## config.mk

```make
export PLATFORM = sky130hd
export DESIGN_NAME = unicode_escape_decoder_unit_flat
export DESIGN_NICKNAME = d
export VERILOG_FILES = /design/src/rtl/ued_pkg.sv /design/src/rtl/ued_if.sv /design/src/rtl/unicode_escape_decoder_unit.sv /design/src/rtl/ued_datapath.sv /design/src/rtl/ued_ctrl.sv /design/src/flat_wrapper.sv
export SDC_FILE = /design/constraint.sdc
export NUM_CORES = 1
export LEC_CHECK = 0
export ABC_AREA = 1
export BUFFER_PORTS_ARGS = -buffer_cell sky130_fd_sc_hd__buf_2
export CAP_MARGIN = 20
export CELL_PAD_IN_SITES_DETAIL_PLACEMENT = 1
export CELL_PAD_IN_SITES_GLOBAL_PLACEMENT = 1
export CORE_MARGIN = 3
export CORE_UTILIZATION = 48
export CTS_CLUSTER_DIAMETER = 30
export DETAILED_ROUTE_END_ITERATION = 6
export GPL_TIMING_DRIVEN = 0
export PLACE_DENSITY = 0.87
export SLEW_MARGIN = 20
export SYNTH_ARGS = -nofsm -noshare
export SYNTH_HDL_FRONTEND = slang
export SYNTH_SLANG_ARGS = --single-unit
export TNS_END_PERCENT = 5
```

## constraint.sdc

```tcl
create_clock -name clk_i -period 4.3 [get_ports clk_i]
set_input_delay 0.215 -clock clk_i [delete_from_list [all_inputs] [get_ports clk_i]]
set_output_delay 0.215 -clock clk_i [all_outputs]
set_load 0.02 [all_outputs]
```

## src/rtl/ued_pkg.sv

```systemverilog
// ----------------------------------------------------------------------------
// ued_pkg
// Shared types, constants and helper functions of the escape decoder.
// ----------------------------------------------------------------------------
`default_nettype none

package ued_pkg;

  // Field widths
  localparam int CharW        = 8;
  localparam int CpW          = 18;
  localparam int HexW         = 20;
  localparam int LimitW       = HexW + 1;
  localparam int DigitCntW    = 3;

  // Held character buffer: backslash, u, brace and up to six digits
  localparam int HeldDepth    = 9;
  localparam int HeldIdxW     = $clog2(HeldDepth);
  localparam int HeldCntW     = $clog2(HeldDepth + 1);

  localparam int FixedDigits    = 4;
  localparam int MaxBraceDigits = 5;
  localparam int CodeLimitDef   = 196608;

  // Character codes
  localparam logic [CharW-1:0] ChFirstLegal = 8'd32;
  localparam logic [CharW-1:0] ChLastLegal  = 8'd127;
  localparam logic [CharW-1:0] ChBackslash  = 8'h5C;
  localparam logic [CharW-1:0] ChU          = 8'h75;
  localparam logic [CharW-1:0] ChLBrace     = 8'h7B;
  localparam logic [CharW-1:0] ChRBrace     = 8'h7D;
  localparam logic [CharW-1:0] ChDigit0     = 8'd48;
  localparam logic [CharW-1:0] ChDigit9     = 8'd57;
  localparam logic [CharW-1:0] ChUpperA     = 8'd65;
  localparam logic [CharW-1:0] ChUpperF     = 8'd70;
  localparam logic [CharW-1:0] ChLowerA     = 8'd97;
  localparam logic [CharW-1:0] ChLowerF     = 8'd102;

  typedef enum logic [1:0] {
    PH_IDLE,
    PH_BSLASH,
    PH_U,
    PH_DIGITS
  } phase_e;

  // What one character does to the escape in progress
  typedef enum logic [1:0] {
    OC_EMIT,     // one result, escape cleared
    OC_ABSORB,   // character held, no result
    OC_ABS_GB,   // character held, then all held characters given back
    OC_GB        // held characters given back, character handled again
  } outcome_e;

  typedef enum logic [1:0] {
    ST_IDLE,
    ST_REPLAY,
    ST_REHANDLE
  } ctrl_state_e;

  typedef struct packed {
    logic in_ready;
    logic use_input;
    logic load;
    logic apply;
    logic drop_step;
    logic replay_emit;
    logic replay_end;
    logic emit_last;
  } ued_cmd_t;

  typedef struct packed {
    logic     in_valid;
    logic     out_free;
    logic     dropping;
    outcome_e outcome;
    logic     eval_last;
    logic     replay_at_end;
    logic     quiet_rehandle;
  } ued_status_t;

  function automatic logic is_hex(input logic [CharW-1:0] c);
    return (c >= ChDigit0 && c <= ChDigit9) ||
           (c >= ChUpperA && c <= ChUpperF) ||
           (c >= ChLowerA && c <= ChLowerF);
  endfunction

  // Letters have bit 6 set and low nibble 1..6
  function automatic logic [3:0] hex_val(input logic [CharW-1:0] c);
    return c[3:0] + (c[6] ? 4'd9 : 4'd0);
  endfunction

endpackage

`default_nettype wire

```

## src/rtl/ued_if.sv

```systemverilog
// ----------------------------------------------------------------------------
// ued_if
// Valid/ready channels carrying string bytes in and code points out.
// ----------------------------------------------------------------------------
`default_nettype none

interface ued_in_if import ued_pkg::*; ();
  logic             valid;
  logic             ready;
  logic [CharW-1:0] char_in;
  logic             last_char;

  modport source (output valid, output char_in, output last_char, input ready);
  modport sink   (input valid, input char_in, input last_char, output ready);
endinterface

interface ued_out_if import ued_pkg::*; ();
  logic           valid;
  logic           ready;
  logic [CpW-1:0] code_point;
  logic           illegal_char;
  logic           last_of_run;

  modport source (output valid, output code_point, output illegal_char,
                  output last_of_run, input ready);
  modport sink   (input valid, input code_point, input illegal_char,
                  input last_of_run, output ready);
endinterface

`default_nettype wire

```

## src/rtl/unicode_escape_decoder_unit.sv

```systemverilog
// ----------------------------------------------------------------------------
// unicode_escape_decoder_unit
// Turns string bytes into code points, decoding backslash-u escapes.
// ----------------------------------------------------------------------------
// Usage:
//   in_i carries one string byte per word with last_char marking the end of
//   the string; out_o carries code points, an illegal_char flag and
//   last_of_run on the final word caused by each input word.
//   cfg_we_i/cfg_wdata_i write escape_enable (reset value 1) while idle.
// Timing:
//   Results leave through a register, in the cycle after the one that
//   produces them. A byte that passes through, completes an escape or is
//   held in an open escape needs no extra step, so plain text moves at
//   one byte per cycle while the output is taken. A byte that breaks an
//   escape is followed by a replay of the n held characters (n up to 9,
//   the breaking byte included when the escape keeps it), then, if not
//   kept, by the breaking byte handled again; an end mark in an open escape
//   adds the same replay. Input ready is low during replay and rehandling.
// Reset:
//   Clears the parse state, drop mode and the output valid flag.
// Stall:
//   While a result waits untaken, the output word holds and input ready and
//   replay both pause; no result is lost.
// ----------------------------------------------------------------------------
`default_nettype none

module unicode_escape_decoder_unit import ued_pkg::*; #(
  parameter int CODE_LIMIT = CodeLimitDef
) (
  input  logic      clk_i,
  input  logic      rst_ni,
  input  logic      cfg_we_i,
  input  logic      cfg_wdata_i,
  ued_in_if.sink    in_i,
  ued_out_if.source out_o
);

  ued_cmd_t    cmd;
  ued_status_t status;

  ued_ctrl u_ctrl (
    .clk_i    (clk_i),
    .rst_ni   (rst_ni),
    .status_i (status),
    .cmd_o    (cmd)
  );

  ued_datapath #(
    .CODE_LIMIT (CODE_LIMIT)
  ) u_datapath (
    .clk_i       (clk_i),
    .rst_ni      (rst_ni),
    .cfg_we_i    (cfg_we_i),
    .cfg_wdata_i (cfg_wdata_i),
    .in_i        (in_i),
    .out_o       (out_o),
    .cmd_i       (cmd),
    .status_o    (status)
  );

endmodule

`default_nettype wire

```

## src/rtl/ued_datapath.sv

```systemverilog
// ----------------------------------------------------------------------------
// ued_datapath
// Escape parse state, held character buffer, character classifier and the
// output word register.
// ----------------------------------------------------------------------------
`default_nettype none

module ued_datapath import ued_pkg::*; #(
  parameter int CODE_LIMIT = CodeLimitDef
) (
  input  logic        clk_i,
  input  logic        rst_ni,
  input  logic        cfg_we_i,
  input  logic        cfg_wdata_i,
  ued_in_if.sink      in_i,
  ued_out_if.source   out_o,
  input  ued_cmd_t    cmd_i,
  output ued_status_t status_o
);

  localparam logic [LimitW-1:0] Limit = LimitW'(CODE_LIMIT);

  logic                 esc_en_q;
  logic                 dropping_q;
  phase_e               phase_q;
  logic                 brace_q;
  logic [DigitCntW-1:0] cnt_q;
  logic [HexW-1:0]      hex_q;
  logic [CharW-1:0]     held_q [HeldDepth];
  logic [HeldCntW-1:0]  held_n_q;
  logic [HeldIdxW-1:0]  rd_idx_q;
  logic [CharW-1:0]     c_q;
  logic                 clast_q;
  logic                 out_valid_q;
  logic [CpW-1:0]       out_cp_q;
  logic                 out_err_q;
  logic                 out_last_q;

  logic [CharW-1:0]     ev_c;
  logic                 ev_last;
  logic                 ch_legal;
  logic                 ch_hex;
  logic [3:0]           dig;
  logic [DigitCntW-1:0] cnt_inc;
  logic [HexW-1:0]      hex_new;
  logic                 close_ok;
  logic                 fixed_ok;
  logic                 take_digit;
  logic                 out_free;
  logic                 push;
  outcome_e             outcome;
  phase_e               phase_nx;
  logic                 brace_nx;
  logic [CpW-1:0]       emit_cp;
  logic                 emit_err;

  // Classify the character under evaluation
  assign ev_c     = cmd_i.use_input ? in_i.char_in : c_q;
  assign ev_last  = cmd_i.use_input ? in_i.last_char : clast_q;
  assign ch_legal = (ev_c >= ChFirstLegal) && (ev_c <= ChLastLegal);
  assign ch_hex   = is_hex(ev_c);
  assign dig      = hex_val(ev_c);
  assign cnt_inc  = cnt_q + DigitCntW'(1);
  assign hex_new  = (cnt_q < DigitCntW'(MaxBraceDigits)) ? {hex_q[HexW-5:0], dig} : hex_q;
  assign close_ok = brace_q && (cnt_q != '0) && ({1'b0, hex_q} < Limit);
  assign fixed_ok = {1'b0, hex_new} < Limit;
  assign take_digit = ((phase_q == PH_U) || (phase_q == PH_DIGITS)) && ch_hex;
  assign out_free = !out_valid_q || out_o.ready;

  // Decide what the character does to the escape
  always_comb begin
    outcome  = OC_EMIT;
    phase_nx = phase_q;
    brace_nx = brace_q;
    emit_cp  = CpW'(ev_c);
    emit_err = 1'b0;
    unique case (phase_q)
      PH_IDLE: begin
        if (!ch_legal) begin
          emit_cp  = '0;
          emit_err = 1'b1;
        end else if ((ev_c == ChBackslash) && esc_en_q) begin
          outcome  = OC_ABSORB;
          phase_nx = PH_BSLASH;
        end
      end
      PH_BSLASH: begin
        if (ev_c == ChU) begin
          outcome  = OC_ABSORB;
          phase_nx = PH_U;
        end else begin
          outcome = OC_GB;
        end
      end
      PH_U: begin
        if (ev_c == ChLBrace) begin
          outcome  = OC_ABSORB;
          brace_nx = 1'b1;
          phase_nx = PH_DIGITS;
        end else if (ch_hex) begin
          outcome  = OC_ABSORB;
          phase_nx = PH_DIGITS;
        end else begin
          outcome = OC_GB;
        end
      end
      PH_DIGITS: begin
        if (ev_c == ChRBrace) begin
          if (close_ok) begin
            emit_cp = hex_q[CpW-1:0];
          end else begin
            outcome = OC_ABS_GB;
          end
        end else if (!ch_hex) begin
          outcome = OC_GB;
        end else if (!brace_q && (cnt_inc == DigitCntW'(FixedDigits))) begin
          if (fixed_ok) begin
            emit_cp = hex_new[CpW-1:0];
          end else begin
            outcome = OC_ABS_GB;
          end
        end else if (brace_q && (cnt_inc > DigitCntW'(MaxBraceDigits))) begin
          outcome = OC_ABS_GB;
        end else begin
          outcome = OC_ABSORB;
        end
      end
      default: outcome = OC_EMIT;
    endcase
  end

  assign push = cmd_i.apply && ((outcome == OC_ABSORB) || (outcome == OC_ABS_GB));

  // Advance the escape parse state
  always_ff @(posedge clk_i or negedge rst_ni) begin
    if (!rst_ni) begin
      phase_q  <= PH_IDLE;
      brace_q  <= 1'b0;
      cnt_q    <= '0;
      hex_q    <= '0;
      held_n_q <= '0;
      rd_idx_q <= '0;
    end else begin
      if (cmd_i.apply) begin
        unique case (outcome)
          OC_EMIT: begin
            phase_q  <= PH_IDLE;
            brace_q  <= 1'b0;
            cnt_q    <= '0;
            hex_q    <= '0;
            held_n_q <= '0;
          end
          OC_ABSORB: begin
            phase_q  <= phase_nx;
            brace_q  <= brace_nx;
            held_n_q <= held_n_q + HeldCntW'(1);
            if (take_digit) begin
              cnt_q <= cnt_inc;
              hex_q <= hex_new;
            end
          end
          OC_ABS_GB: held_n_q <= held_n_q + HeldCntW'(1);
          OC_GB:     held_n_q <= held_n_q;
          default:   held_n_q <= held_n_q;
        endcase
      end else if (cmd_i.replay_end) begin
        phase_q  <= PH_IDLE;
        brace_q  <= 1'b0;
        cnt_q    <= '0;
        hex_q    <= '0;
        held_n_q <= '0;
      end
      if (cmd_i.replay_emit) begin
        rd_idx_q <= cmd_i.replay_end ? '0 : rd_idx_q + HeldIdxW'(1);
      end
    end
  end

  // Hold characters of the open escape
  always_ff @(posedge clk_i) begin
    if (push) begin
      held_q[held_n_q[HeldIdxW-1:0]] <= ev_c;
    end
  end

  // Configuration, drop mode and the output valid flag
  always_ff @(posedge clk_i or negedge rst_ni) begin
    if (!rst_ni) begin
      esc_en_q    <= 1'b1;
      dropping_q  <= 1'b0;
      out_valid_q <= 1'b0;
    end else begin
      if (cfg_we_i) begin
        esc_en_q <= cfg_wdata_i;
      end
      if (cmd_i.apply && (outcome == OC_EMIT) && emit_err) begin
        dropping_q <= !ev_last;
      end else if (cmd_i.drop_step && in_i.last_char) begin
        dropping_q <= 1'b0;
      end
      if (out_free) begin
        out_valid_q <= (cmd_i.apply && (outcome == OC_EMIT)) || cmd_i.replay_emit;
      end
    end
  end

  // Latch the accepted word and load the output word
  always_ff @(posedge clk_i) begin
    if (cmd_i.load) begin
      c_q     <= in_i.char_in;
      clast_q <= in_i.last_char;
    end
    if (out_free) begin
      if (cmd_i.apply && (outcome == OC_EMIT)) begin
        out_cp_q   <= emit_cp;
        out_err_q  <= emit_err;
        out_last_q <= 1'b1;
      end else if (cmd_i.replay_emit) begin
        out_cp_q   <= CpW'(held_q[rd_idx_q]);
        out_err_q  <= 1'b0;
        out_last_q <= cmd_i.emit_last;
      end
    end
  end

  assign in_i.ready         = cmd_i.in_ready;
  assign out_o.valid        = out_valid_q;
  assign out_o.code_point   = out_cp_q;
  assign out_o.illegal_char = out_err_q;
  assign out_o.last_of_run  = out_last_q;

  assign status_o.in_valid       = in_i.valid;
  assign status_o.out_free       = out_free;
  assign status_o.dropping       = dropping_q;
  assign status_o.outcome        = outcome;
  assign status_o.eval_last      = ev_last;
  assign status_o.replay_at_end  = (HeldCntW'(rd_idx_q) + HeldCntW'(1)) == held_n_q;
  assign status_o.quiet_rehandle = (c_q == ChBackslash) && esc_en_q && !clast_q;

  // Checks
  a_held_bound: assert property (@(posedge clk_i) disable iff (!rst_ni)
    held_n_q <= HeldCntW'(HeldDepth))
    else $error("held buffer overfilled");

  a_err_zero: assert property (@(posedge clk_i) disable iff (!rst_ni)
    out_valid_q && out_err_q |-> out_cp_q == '0)
    else $error("error word carries a nonzero code point");

  a_drop_idle: assert property (@(posedge clk_i) disable iff (!rst_ni)
    dropping_q |-> (phase_q == PH_IDLE) && (held_n_q == '0))
    else $error("dropping with an escape open");

  a_idle_empty: assert property (@(posedge clk_i) disable iff (!rst_ni)
    (phase_q == PH_IDLE) |-> (held_n_q == '0))
    else $error("held characters left with no escape open");

endmodule

`default_nettype wire

```

## src/rtl/ued_ctrl.sv

```systemverilog
// ----------------------------------------------------------------------------
// ued_ctrl
// Sequencer: takes words, replays held characters of a broken escape and
// handles the breaking character again.
// ----------------------------------------------------------------------------
`default_nettype none

module ued_ctrl import ued_pkg::*; (
  input  logic        clk_i,
  input  logic        rst_ni,
  input  ued_status_t status_i,
  output ued_cmd_t    cmd_o
);

  ctrl_state_e st_q, st_d;
  logic        reh_q, reh_d;

  always_ff @(posedge clk_i or negedge rst_ni) begin
    if (!rst_ni) begin
      st_q  <= ST_IDLE;
      reh_q <= 1'b0;
    end else begin
      st_q  <= st_d;
      reh_q <= reh_d;
    end
  end

  // Next state
  always_comb begin
    st_d  = st_q;
    reh_d = reh_q;
    unique case (st_q)
      ST_IDLE: begin
        if (status_i.in_valid && status_i.out_free && !status_i.dropping) begin
          unique case (status_i.outcome)
            OC_EMIT: st_d = ST_IDLE;
            OC_ABSORB: begin
              if (status_i.eval_last) begin
                st_d  = ST_REPLAY;
                reh_d = 1'b0;
              end
            end
            OC_ABS_GB: begin
              st_d  = ST_REPLAY;
              reh_d = 1'b0;
            end
            OC_GB: begin
              st_d  = ST_REPLAY;
              reh_d = 1'b1;
            end
            default: st_d = ST_IDLE;
          endcase
        end
      end
      ST_REHANDLE: begin
        if (status_i.out_free) begin
          priority if ((status_i.outcome == OC_ABSORB) && status_i.eval_last) begin
            st_d  = ST_REPLAY;
            reh_d = 1'b0;
          end else begin
            st_d = ST_IDLE;
          end
        end
      end
      ST_REPLAY: begin
        if (status_i.out_free && status_i.replay_at_end) begin
          st_d = reh_q ? ST_REHANDLE : ST_IDLE;
        end
      end
      default: st_d = ST_IDLE;
    endcase
  end

  // Commands
  always_comb begin
    cmd_o = '0;
    unique case (st_q)
      ST_IDLE: begin
        cmd_o.in_ready  = status_i.out_free;
        cmd_o.use_input = 1'b1;
        if (status_i.in_valid && status_i.out_free) begin
          if (status_i.dropping) begin
            cmd_o.drop_step = 1'b1;
          end else begin
            cmd_o.load  = 1'b1;
            cmd_o.apply = 1'b1;
          end
        end
      end
      ST_REHANDLE: begin
        cmd_o.apply = status_i.out_free;
      end
      ST_REPLAY: begin
        if (status_i.out_free) begin
          cmd_o.replay_emit = 1'b1;
          cmd_o.replay_end  = status_i.replay_at_end;
          cmd_o.emit_last   = status_i.replay_at_end &&
                              (!reh_q || status_i.quiet_rehandle);
        end
      end
      default: cmd_o = '0;
    endcase
  end

endmodule

`default_nettype wire
```

## src/flat_wrapper.sv

```systemverilog
// flat-port wrapper written by rule: the top's interface ports become plain ports
module unicode_escape_decoder_unit_flat import ued_pkg::*;
#(
  parameter int CODE_LIMIT = CodeLimitDef
)
  (clk_i, rst_ni, cfg_we_i, cfg_wdata_i, in_i_valid, in_i_char_in, in_i_last_char, in_i_ready, out_o_valid, out_o_code_point, out_o_illegal_char, out_o_last_of_run, out_o_ready);
  ued_in_if in_i_i ();
  ued_out_if out_o_i ();
  input  logic clk_i;
  input  logic rst_ni;
  input  logic cfg_we_i;
  input  logic cfg_wdata_i;
  input wire logic [$bits(in_i_i.valid)-1:0] in_i_valid;
  input wire logic [$bits(in_i_i.char_in)-1:0] in_i_char_in;
  input wire logic [$bits(in_i_i.last_char)-1:0] in_i_last_char;
  output wire logic [$bits(in_i_i.ready)-1:0] in_i_ready;
  output wire logic [$bits(out_o_i.valid)-1:0] out_o_valid;
  output wire logic [$bits(out_o_i.code_point)-1:0] out_o_code_point;
  output wire logic [$bits(out_o_i.illegal_char)-1:0] out_o_illegal_char;
  output wire logic [$bits(out_o_i.last_of_run)-1:0] out_o_last_of_run;
  input wire logic [$bits(out_o_i.ready)-1:0] out_o_ready;
  assign in_i_i.valid = in_i_valid;
  assign in_i_i.char_in = in_i_char_in;
  assign in_i_i.last_char = in_i_last_char;
  assign in_i_ready = in_i_i.ready;
  assign out_o_valid = out_o_i.valid;
  assign out_o_code_point = out_o_i.code_point;
  assign out_o_illegal_char = out_o_i.illegal_char;
  assign out_o_last_of_run = out_o_i.last_of_run;
  assign out_o_i.ready = out_o_ready;
  unicode_escape_decoder_unit #(.CODE_LIMIT(CODE_LIMIT)) u_core (.clk_i(clk_i), .rst_ni(rst_ni), .cfg_we_i(cfg_we_i), .cfg_wdata_i(cfg_wdata_i), .in_i(in_i_i), .out_o(out_o_i));
endmodule
```

==> reports/qor.txt, run 1 <==
Status = finished clean
FMAX = 0.245 GHz
XOR/XNOR Fraction of Synth Area = 0.583%
Critical Path RT = 4.37 ns
DRT antenna net count = 0
Die area = 17200 µm²
Largest net degree at the start of global routing = 41
GR Overflow Total = 0
First-pass GRT wire length = 35700 µm
Unrepaired setup endpoints after global routing = true
Critical path class = reg2reg
Clock tree sinks = 141
Placed Area = 8000 µm²
N_diodes = 0
Wirelength per Cell = 21.0 µm
Initial antenna violation count = 0
Final cell count without fillers = 1095
Post-synth EDFFs = 101
Number of H-tree levels = 4
Routability cong. = 0.842
Initial Util = 49.2%
WL final = 23000 µm
Max Cap Viol = 0
# port buffers = 36
Max clock buf depth = 2
CTS Buf Count = 17
Syn avg cell area = 9.30 µm²
CP max FO = 20
GRT Overall Usage = 26.5%
Post-synthesis sequential area ratio = 53.7%
Max IR drop VDD = 0.285 mV
CP Data Arrival Time = 4.16 ns
CTS tree = built
Clock Latency Late Sink = 0.43 ns
Final Worst Setup Slack = 0.217 ns
Max Slew Vio Count = 0
Syn Nets = 844
Synth async-reset ratio = 28.4%
Most frequent cells in the layout = 221 x nand2_1, 101 x edfxtp_1, 72 x nor2_1
Clk pin slew, worst setup/hold paths = 0.06 ns
Critical Path End Type = flop
Finish-stage setup viols = 0
Largest family of logic cells by synthesized area = simple AND/OR/NAND/NOR gates
Yosys warns = 0
Synth Area in Adders = 3.50%
Portion of netlist area occupied by mux cells = 1.05%
Setup_tns = 0 ns
DR iter-0 viols = 473
Ys flop type = edfxtp_1
Mapped cell area = 7510 µm²
Vias in the first global route = 6616
R2R setup slack = 0.22 ns
Pre-CTS WS = -0.672 ns
Vias per cell = 5.81
Site Rows = 45
Nets@finish = 907
Pin slew with the least headroom to its limit = 1.01 ns
Commonest non-fill, non-tap cell in the layout = nand2_1
Post-Layout Inst Area = 8750 µm²
Clock Tree Root = clkbuf_16
Slew margin rel. = 32.8%
HPWL Detailed = 15500 µm
Hold Vio Cnt, Final = 0
Min cycle time layout = 4.08 ns
Lkg Pwr = 3.68 nW
Vias = 6358
Synth Register Bits = 141
Cell count after synthesis = 808
Worst Skew = 0.00804 ns
DRC = 0
Layout cells sized above 1 = 17.5%
Fin crit share = 95.0%
Placed insts = 1056
Die height = 131 µm
Pre-Repair DR Iteration Count = 5
Core footprint = 15300 µm²
P&R area growth vs syn = 16.4%
Post-Synth Simple-Gate Area = 22.0%
Worst Hold Class = in2reg
Compound-Gate Fraction of Synth Area = 12.8%
Chip width = 131 µm
Setup crit start kind = flop
Cell variety after synth = 50
# IOs = 37
PD cells = 396 nW/µm²
## synthesized netlist by cell type, types with 13 or more instances
library cell | instances | area share (%)
inv_1 | 62 | 3.1
clkbuf_1 | 13 | 0.65
edfxtp_1 | 101 | 40
o21ai_0 | 60 | 4.0
o22ai_1 | 13 | 1.1
nand3_1 | 29 | 1.9
a21oi_1 | 38 | 2.5
ha_1 | 21 | 3.5
dfrtp_1 | 39 | 13
nand2_1 | 222 | 11
nor2_1 | 72 | 3.6
nor3_1 | 16 | 1.1
## sequential cells by signal, indices dropped and copies added, names as in the netlist
name,count
u_core.u_datapath.held_q,72
u_core.u_datapath.hex_q,20
u_core.u_datapath.out_o.code_point,18
u_core.u_datapath.c_q,8
u_core.u_datapath.held_n_q,4
u_core.u_datapath.rd_idx_q,4
u_core.u_datapath.cnt_q,3
u_core.u_ctrl.st_q,2
u_core.u_datapath.phase_q,2
u_core.u_ctrl.reh_q,1
u_core.u_datapath.brace_q,1
u_core.u_datapath.clast_q,1
u_core.u_datapath.dropping_q,1
u_core.u_datapath.esc_en_q,1
u_core.u_datapath.out_o.illegal_char,1
u_core.u_datapath.out_o.last_of_run,1
u_core.u_datapath.out_o.valid,1
## critical path: stages, from the launching register on
cell and delay, ns:
dfrtp_1 0.45, nor2_4 0.26, buf_8 0.20, nand2_1 0.09
nand2_2 0.29, nand3_2 0.11, nand3_2 0.11, nand2_4 0.07
nand2_4 0.08, inv_4 0.04, o21ai_0 0.07, nand3_1 0.10
a21oi_1 0.31, inv_1 0.15, ha_1 0.24, nand2_1 0.16
clkbuf_1 0.58, nand2_4 0.37
## path summary, 6_finish.rpt
check / cells past startpoint / startpoint / end
max in group asynchronous: 2 / rst_ni / u_core.u_datapath.rd_idx_q[3]$_DFFE_PN0P_
min in group asynchronous: 2 / rst_ni / u_core.u_datapath.hex_q[8]$_DFFE_PN0P_
hold / removal: 3 / cfg_wdata_i / u_core.u_datapath.esc_en_q$_DFFE_PN1P_
setup / recovery: 17 / u_core.u_ctrl.st_q[0]$_DFFE_PN0P_ / u_core.u_datapath.out_o.code_point[4]$_DFFE_PP_
setup reg to reg: 17 / u_core.u_ctrl.st_q[0]$_DFFE_PN0P_ / u_core.u_datapath.out_o.code_point[4]$_DFFE_PP_
hold reg to reg: 2 / u_core.u_datapath.brace_q$_DFFE_PN0P_ / u_core.u_datapath.brace_q$_DFFE_PN0P_
## through the flow
step                      utilization, %  hold WS [ns]  power [mW]
after global placement              52.2         0.388        1.98
after global routing                57.3        0.0104        3.58
after detailed placement            52.5         0.413        2.01
final                               57.3        0.0180        3.46
after CTS                           56.7       0.00496        3.46
after floorplan                        -       -0.0806        1.85
## report_power, final
part	internal (mW)	leakage [nW]	switching [mW]	total [mW]
Clock	0.858	0.285	0.597	1.46
Sequential	1.52	1.46	0.0257	1.54
Combinational	0.127	1.93	0.338	0.466
## logic make-up (layout without fill, tap and decap cells)
family,Yosys count,in the layout
multiplexers,7,7
buffers and inverters,103,179
flip-flops,141,141
AO/OA/AOI/OAI,157,157
AND/OR/NAND/NOR,374,374
XOR/XNOR,5,5
adder cells (fa/ha/maj),21,21
## routing by layer
metal,vias up,GRT usage (%),wire [µm]
li1,2863,-,-
met2,257,44.3,11500
met5,-,0,0
met3,68,5.21,1400
met4,0,11.3,783
met1,3170,33.8,9340
## what timing repair did
action | CTS | global route
hold buffers | 5 | 0
endpoints found under the setup margin | 90 | 92
cloned | 0 | 0
hold endpoints to repair | 43 | 0
setup buffers | 0 | 1
gates resized for setup | 5 | 11
## final cells by class
class                   count  area [µm²]
repair buffers             44         260
inverters                  75         295
flip-flops and latches    141        4040
multi-input cells         564        3140
plain buffers              28         181
well taps                 211         264
clock inverters            13         143
clock buffers              19         433
fillers                  1752        6510
Power figures use the tool's default switching activity.
==> run 2: changes to the inputs <==
--- a/config.mk
+++ b/config.mk
@@ -19,5 +19,6 @@
 export SLEW_MARGIN = 20
 export SYNTH_ARGS = -nofsm -noshare
 export SYNTH_HDL_FRONTEND = slang
+export SYNTH_HIERARCHICAL = 1
 export SYNTH_SLANG_ARGS = --single-unit
 export TNS_END_PERCENT = 5
==> run 2 against run 1 <==
Effect of this change:
- combinational power increased to 3.9 times the previous value
- clock skew rose by 0.0079 ns
- register-to-register slack got worse by 0.11 ns
- final cell count up 0.46%
- flip-flop and latch count stayed put
- first-iteration DRC count is 43% higher
- hold slack got worse by 0.0036 ns
- sequential share of layout area shrank 0.53 points
- final area rose by 1.2%
- highest routed layer unchanged
==> reports/qor.txt, run 2 <==
Status = finished clean
Ys flop type = edfxtp_1
Largest cells by area after synthesis = edfxtp_1 41%, dfrtp_1 13%, nand2_1 9.3%
Synth Register Bits = 141
Sw frac = 39.3%
GR Overflow Total = 0
Critical path class = reg2reg
HPWL Detailed = 15600 µm
Worst Skew = 0.0159 ns
Site Rows = 44
First-pass GRT wire length = 37100 µm
Combinational share of power = 35.9%
Wirelength per Cell = 22.8 µm
Lkg Pwr = 3.56 nW
Nets@finish = 936
Commonest cells post-synth = 186 x nand2_1, 101 x edfxtp_1, 90 x o21ai_0
Commonest non-fill, non-tap cell in the layout = nand2_1
CP max FO = 11
Number of H-tree levels = 4
Max IR drop VDD = 0.223 mV
Slew margin rel. = 32.6%
Hold Vio Cnt, Final = 0
Vias = 6680
Cell count after synthesis = 829
Critical Path End Type = flop
Portion of netlist area occupied by mux cells = 0.151%
Yosys warns = 6
WL final = 25100 µm
XOR/XNOR Fraction of Synth Area = 0.938%
Max clock buf depth = 2
Power Internal = 3.05 mW
Psw = 1.97 mW
GRT Overall Usage = 28.7%
Chip width = 131 µm
Routability cong. = 0.842
Mapped cell area = 7470 µm²
Largest net degree at the start of global routing = 41
Placed insts = 1049
CTS tree = built
Pre-CTS WS = -0.567 ns
Vias in the first global route = 6829
Pin slew with the least headroom to its limit = 1.01 ns
Area leader, netlist = edfxtp_1
Die area = 17100 µm²
PD cells = 567 nW/µm²
Most frequent cells in the layout = 185 x nand2_1, 101 x edfxtp_1, 89 x o21ai_0
DR iter-0 viols = 675
DRT antenna net count = 0
Layout cells sized above 1 = 17.4%
Synth Area in Adders = 3.01%
Clock Latency Late Sink = 0.43 ns
# IOs = 37
Post-Synth Simple-Gate Area = 21.6%
Final Worst Setup Slack = 0.102 ns
DRC = 0
Initial antenna violation count = 0
Clock tree sinks = 141
# port buffers = 35
Total power = 5.02 mW
Clk pwr share = 29.1%
Final Util = 59.5%
Share of total power in sequential cells = 35.0%
Post-synth EDFFs = 101
Clk pin slew, worst setup/hold paths = 0.06 ns
Max Cap Viol = 0
Worst Hold Class = in2reg
Clock Tree Root = clkbuf_16
Final Hold Slack = 0.0144 ns
Fillcell total = 1718
Compound-Gate Fraction of Synth Area = 13.0%
Pre-Repair DR Iteration Count = 5
Min cycle time layout = 4.20 ns
Cell variety after synth = 40
Fin crit share = 97.6%
Initial Util = 50.3%
Yosys top cell area share = 40.6%
FMAX = 0.238 GHz
Synth async-reset ratio = 28.4%
Syn avg cell area = 9.01 µm²
Critical Path RT = 4.65 ns
Max Slew Vio Count = 0
P&R area growth vs syn = 18.5%
Largest family of logic cells by synthesized area = simple AND/OR/NAND/NOR gates
Post-synthesis sequential area ratio = 54.0%
Die height = 131 µm
Unrepaired setup endpoints after global routing = true
Setup crit start kind = flop
CP Data Arrival Time = 4.55 ns
Finish-stage setup viols = 0
Vias per cell = 6.07
Largest register FFs = 72
CTS Buf Count = 17
N_diodes = 0
Core footprint = 14900 µm²
Syn Nets = 862
Most frequent cell after synthesis = nand2_1
Final cell count without fillers = 1100
run 2: changes by cell type after synthesis, sizes merged, moves of 3 or more:
| cell | before | now |
|---|---|---|
| clkbuf | 13 | 21 |
| ha | 21 | 18 |
| nand2 | 240 | 200 |
| o21ai | 75 | 109 |
| o22ai | 13 | 20 |
| a21oi | 41 | 27 |
| inv | 68 | 90 |
| nand3 | 34 | 60 |
| o221ai | 3 | 0 |
| xnor2 | 0 | 4 |
| o2111ai | 3 | 0 |
| clkinv | 7 | 2 |
| mux2 | 7 | 1 |
| nor2 | 78 | 73 |
run 2: metrics by stage:
step / setup TNS [ns] / area (µm²)
CTS: -0.0294 / 8720
floorplan: 0 / 7470
global route: -1.23 / 8850
global placement: -44.63 / 7880
finish: 0 / 8850
detailed placement: -45.38 / 7920
run 2: worst max-delay path, stage by stage (launching register included):
cell,delay [ns]
dfrtp_1,0.44
nor2_4,0.22
buf_6,0.19
buf_6,0.17
nand2_1,0.08
o21ai_2,0.16
nand2_1,0.17
nor2_1,0.19
nand2_1,0.14
nor2_4,0.23
nand2_1,0.13
nand3_1,0.13
a21oi_2,0.09
inv_1,0.11
ha_1,0.17
nor3_1,0.06
or2_2,0.35
o31ai_4,0.62
buf_4,0.31
nand3_2,0.07
o21ai_1,0.09
run 2: cell type report:
class	instances	area, µm²	area share (%)
flip-flops and latches	141	4040	45.6
multi-input cells	560	3040	34.4
clock buffers	18	429	4.85
inverters	92	349	3.94
plain buffers	35	203	2.29
repair buffers	55	408	4.61
well taps	184	230	2.60
repair inverters	1	7.51	0.0848
clock inverters	14	145	1.64
run 2: per-layer routing:
metal	vias to the layer above	GRT usage [%]	wire, µm
met4	0	11.2	656
met5	-	0	0
li1	2956	-	-
met2	331	48.3	12400
met3	52	4.76	1770
met1	3341	37.4	10200
run 2: kinds of logic after synthesis:
family | Yosys count
AOI/OAI and AO/OA | 174
buffers and inverters | 128
adders and majority gates | 18
xor gates and xnor gates | 8
muxes | 1
and+or+nand+nor | 359
DFF | 141
run 2: final timing paths:
| path | start | to | slack [ns] | depth (start not counted) |
|---|---|---|---|---|
| setup / recovery | u_core/u_ctrl/st_q[1]$_DFFE_PN0P_ | u_core/u_datapath/hex_q[17]$_DFFE_PN0P_ | 0.10 | 20 |
| hold / removal | in_i_char_in[2] | u_core/u_datapath/c_q[2]$_DFFE_PP_ | 0.01 | 1 |
| setup reg to reg | u_core/u_ctrl/st_q[1]$_DFFE_PN0P_ | u_core/u_datapath/hex_q[17]$_DFFE_PN0P_ | 0.10 | 20 |
| hold reg to reg | u_core/u_ctrl/reh_q$_DFFE_PN0P_ | u_core/u_ctrl/reh_q$_DFFE_PN0P_ | 0.52 | 2 |
| max in group asynchronous | rst_ni | u_core/u_datapath/held_n_q[2]$_DFFE_PN0P_ | 3.16 | 2 |
| min in group asynchronous | rst_ni | u_core/u_datapath/hex_q[13]$_DFFE_PN0P_ | 0.49 | 2 |
run 2: power by group through the flow:
stage | clock network, mW | logic [mW] | registers, mW
3_5_place_dp | 0 | 1.62 | 1.79
3_3_place_gp | 0 | 1.56 | 1.77
5_1_grt | 1.53 | 1.94 | 1.77
2_1_floorplan | 0 | 0.969 | 1.88
4_1_cts | 1.46 | 1.69 | 1.76
6_report | 1.46 | 1.80 | 1.76
run 2: timing repair:
action | CTS | global route
gates resized for setup | 22 | 12
hold buffers | 8 | 0
buffers inserted | 3 | 7
setup endpoints to repair | 124 | 124
endpoints found under the hold margin | 42 | 0
cloned | 1 | 1
pin swaps | 2 | 5
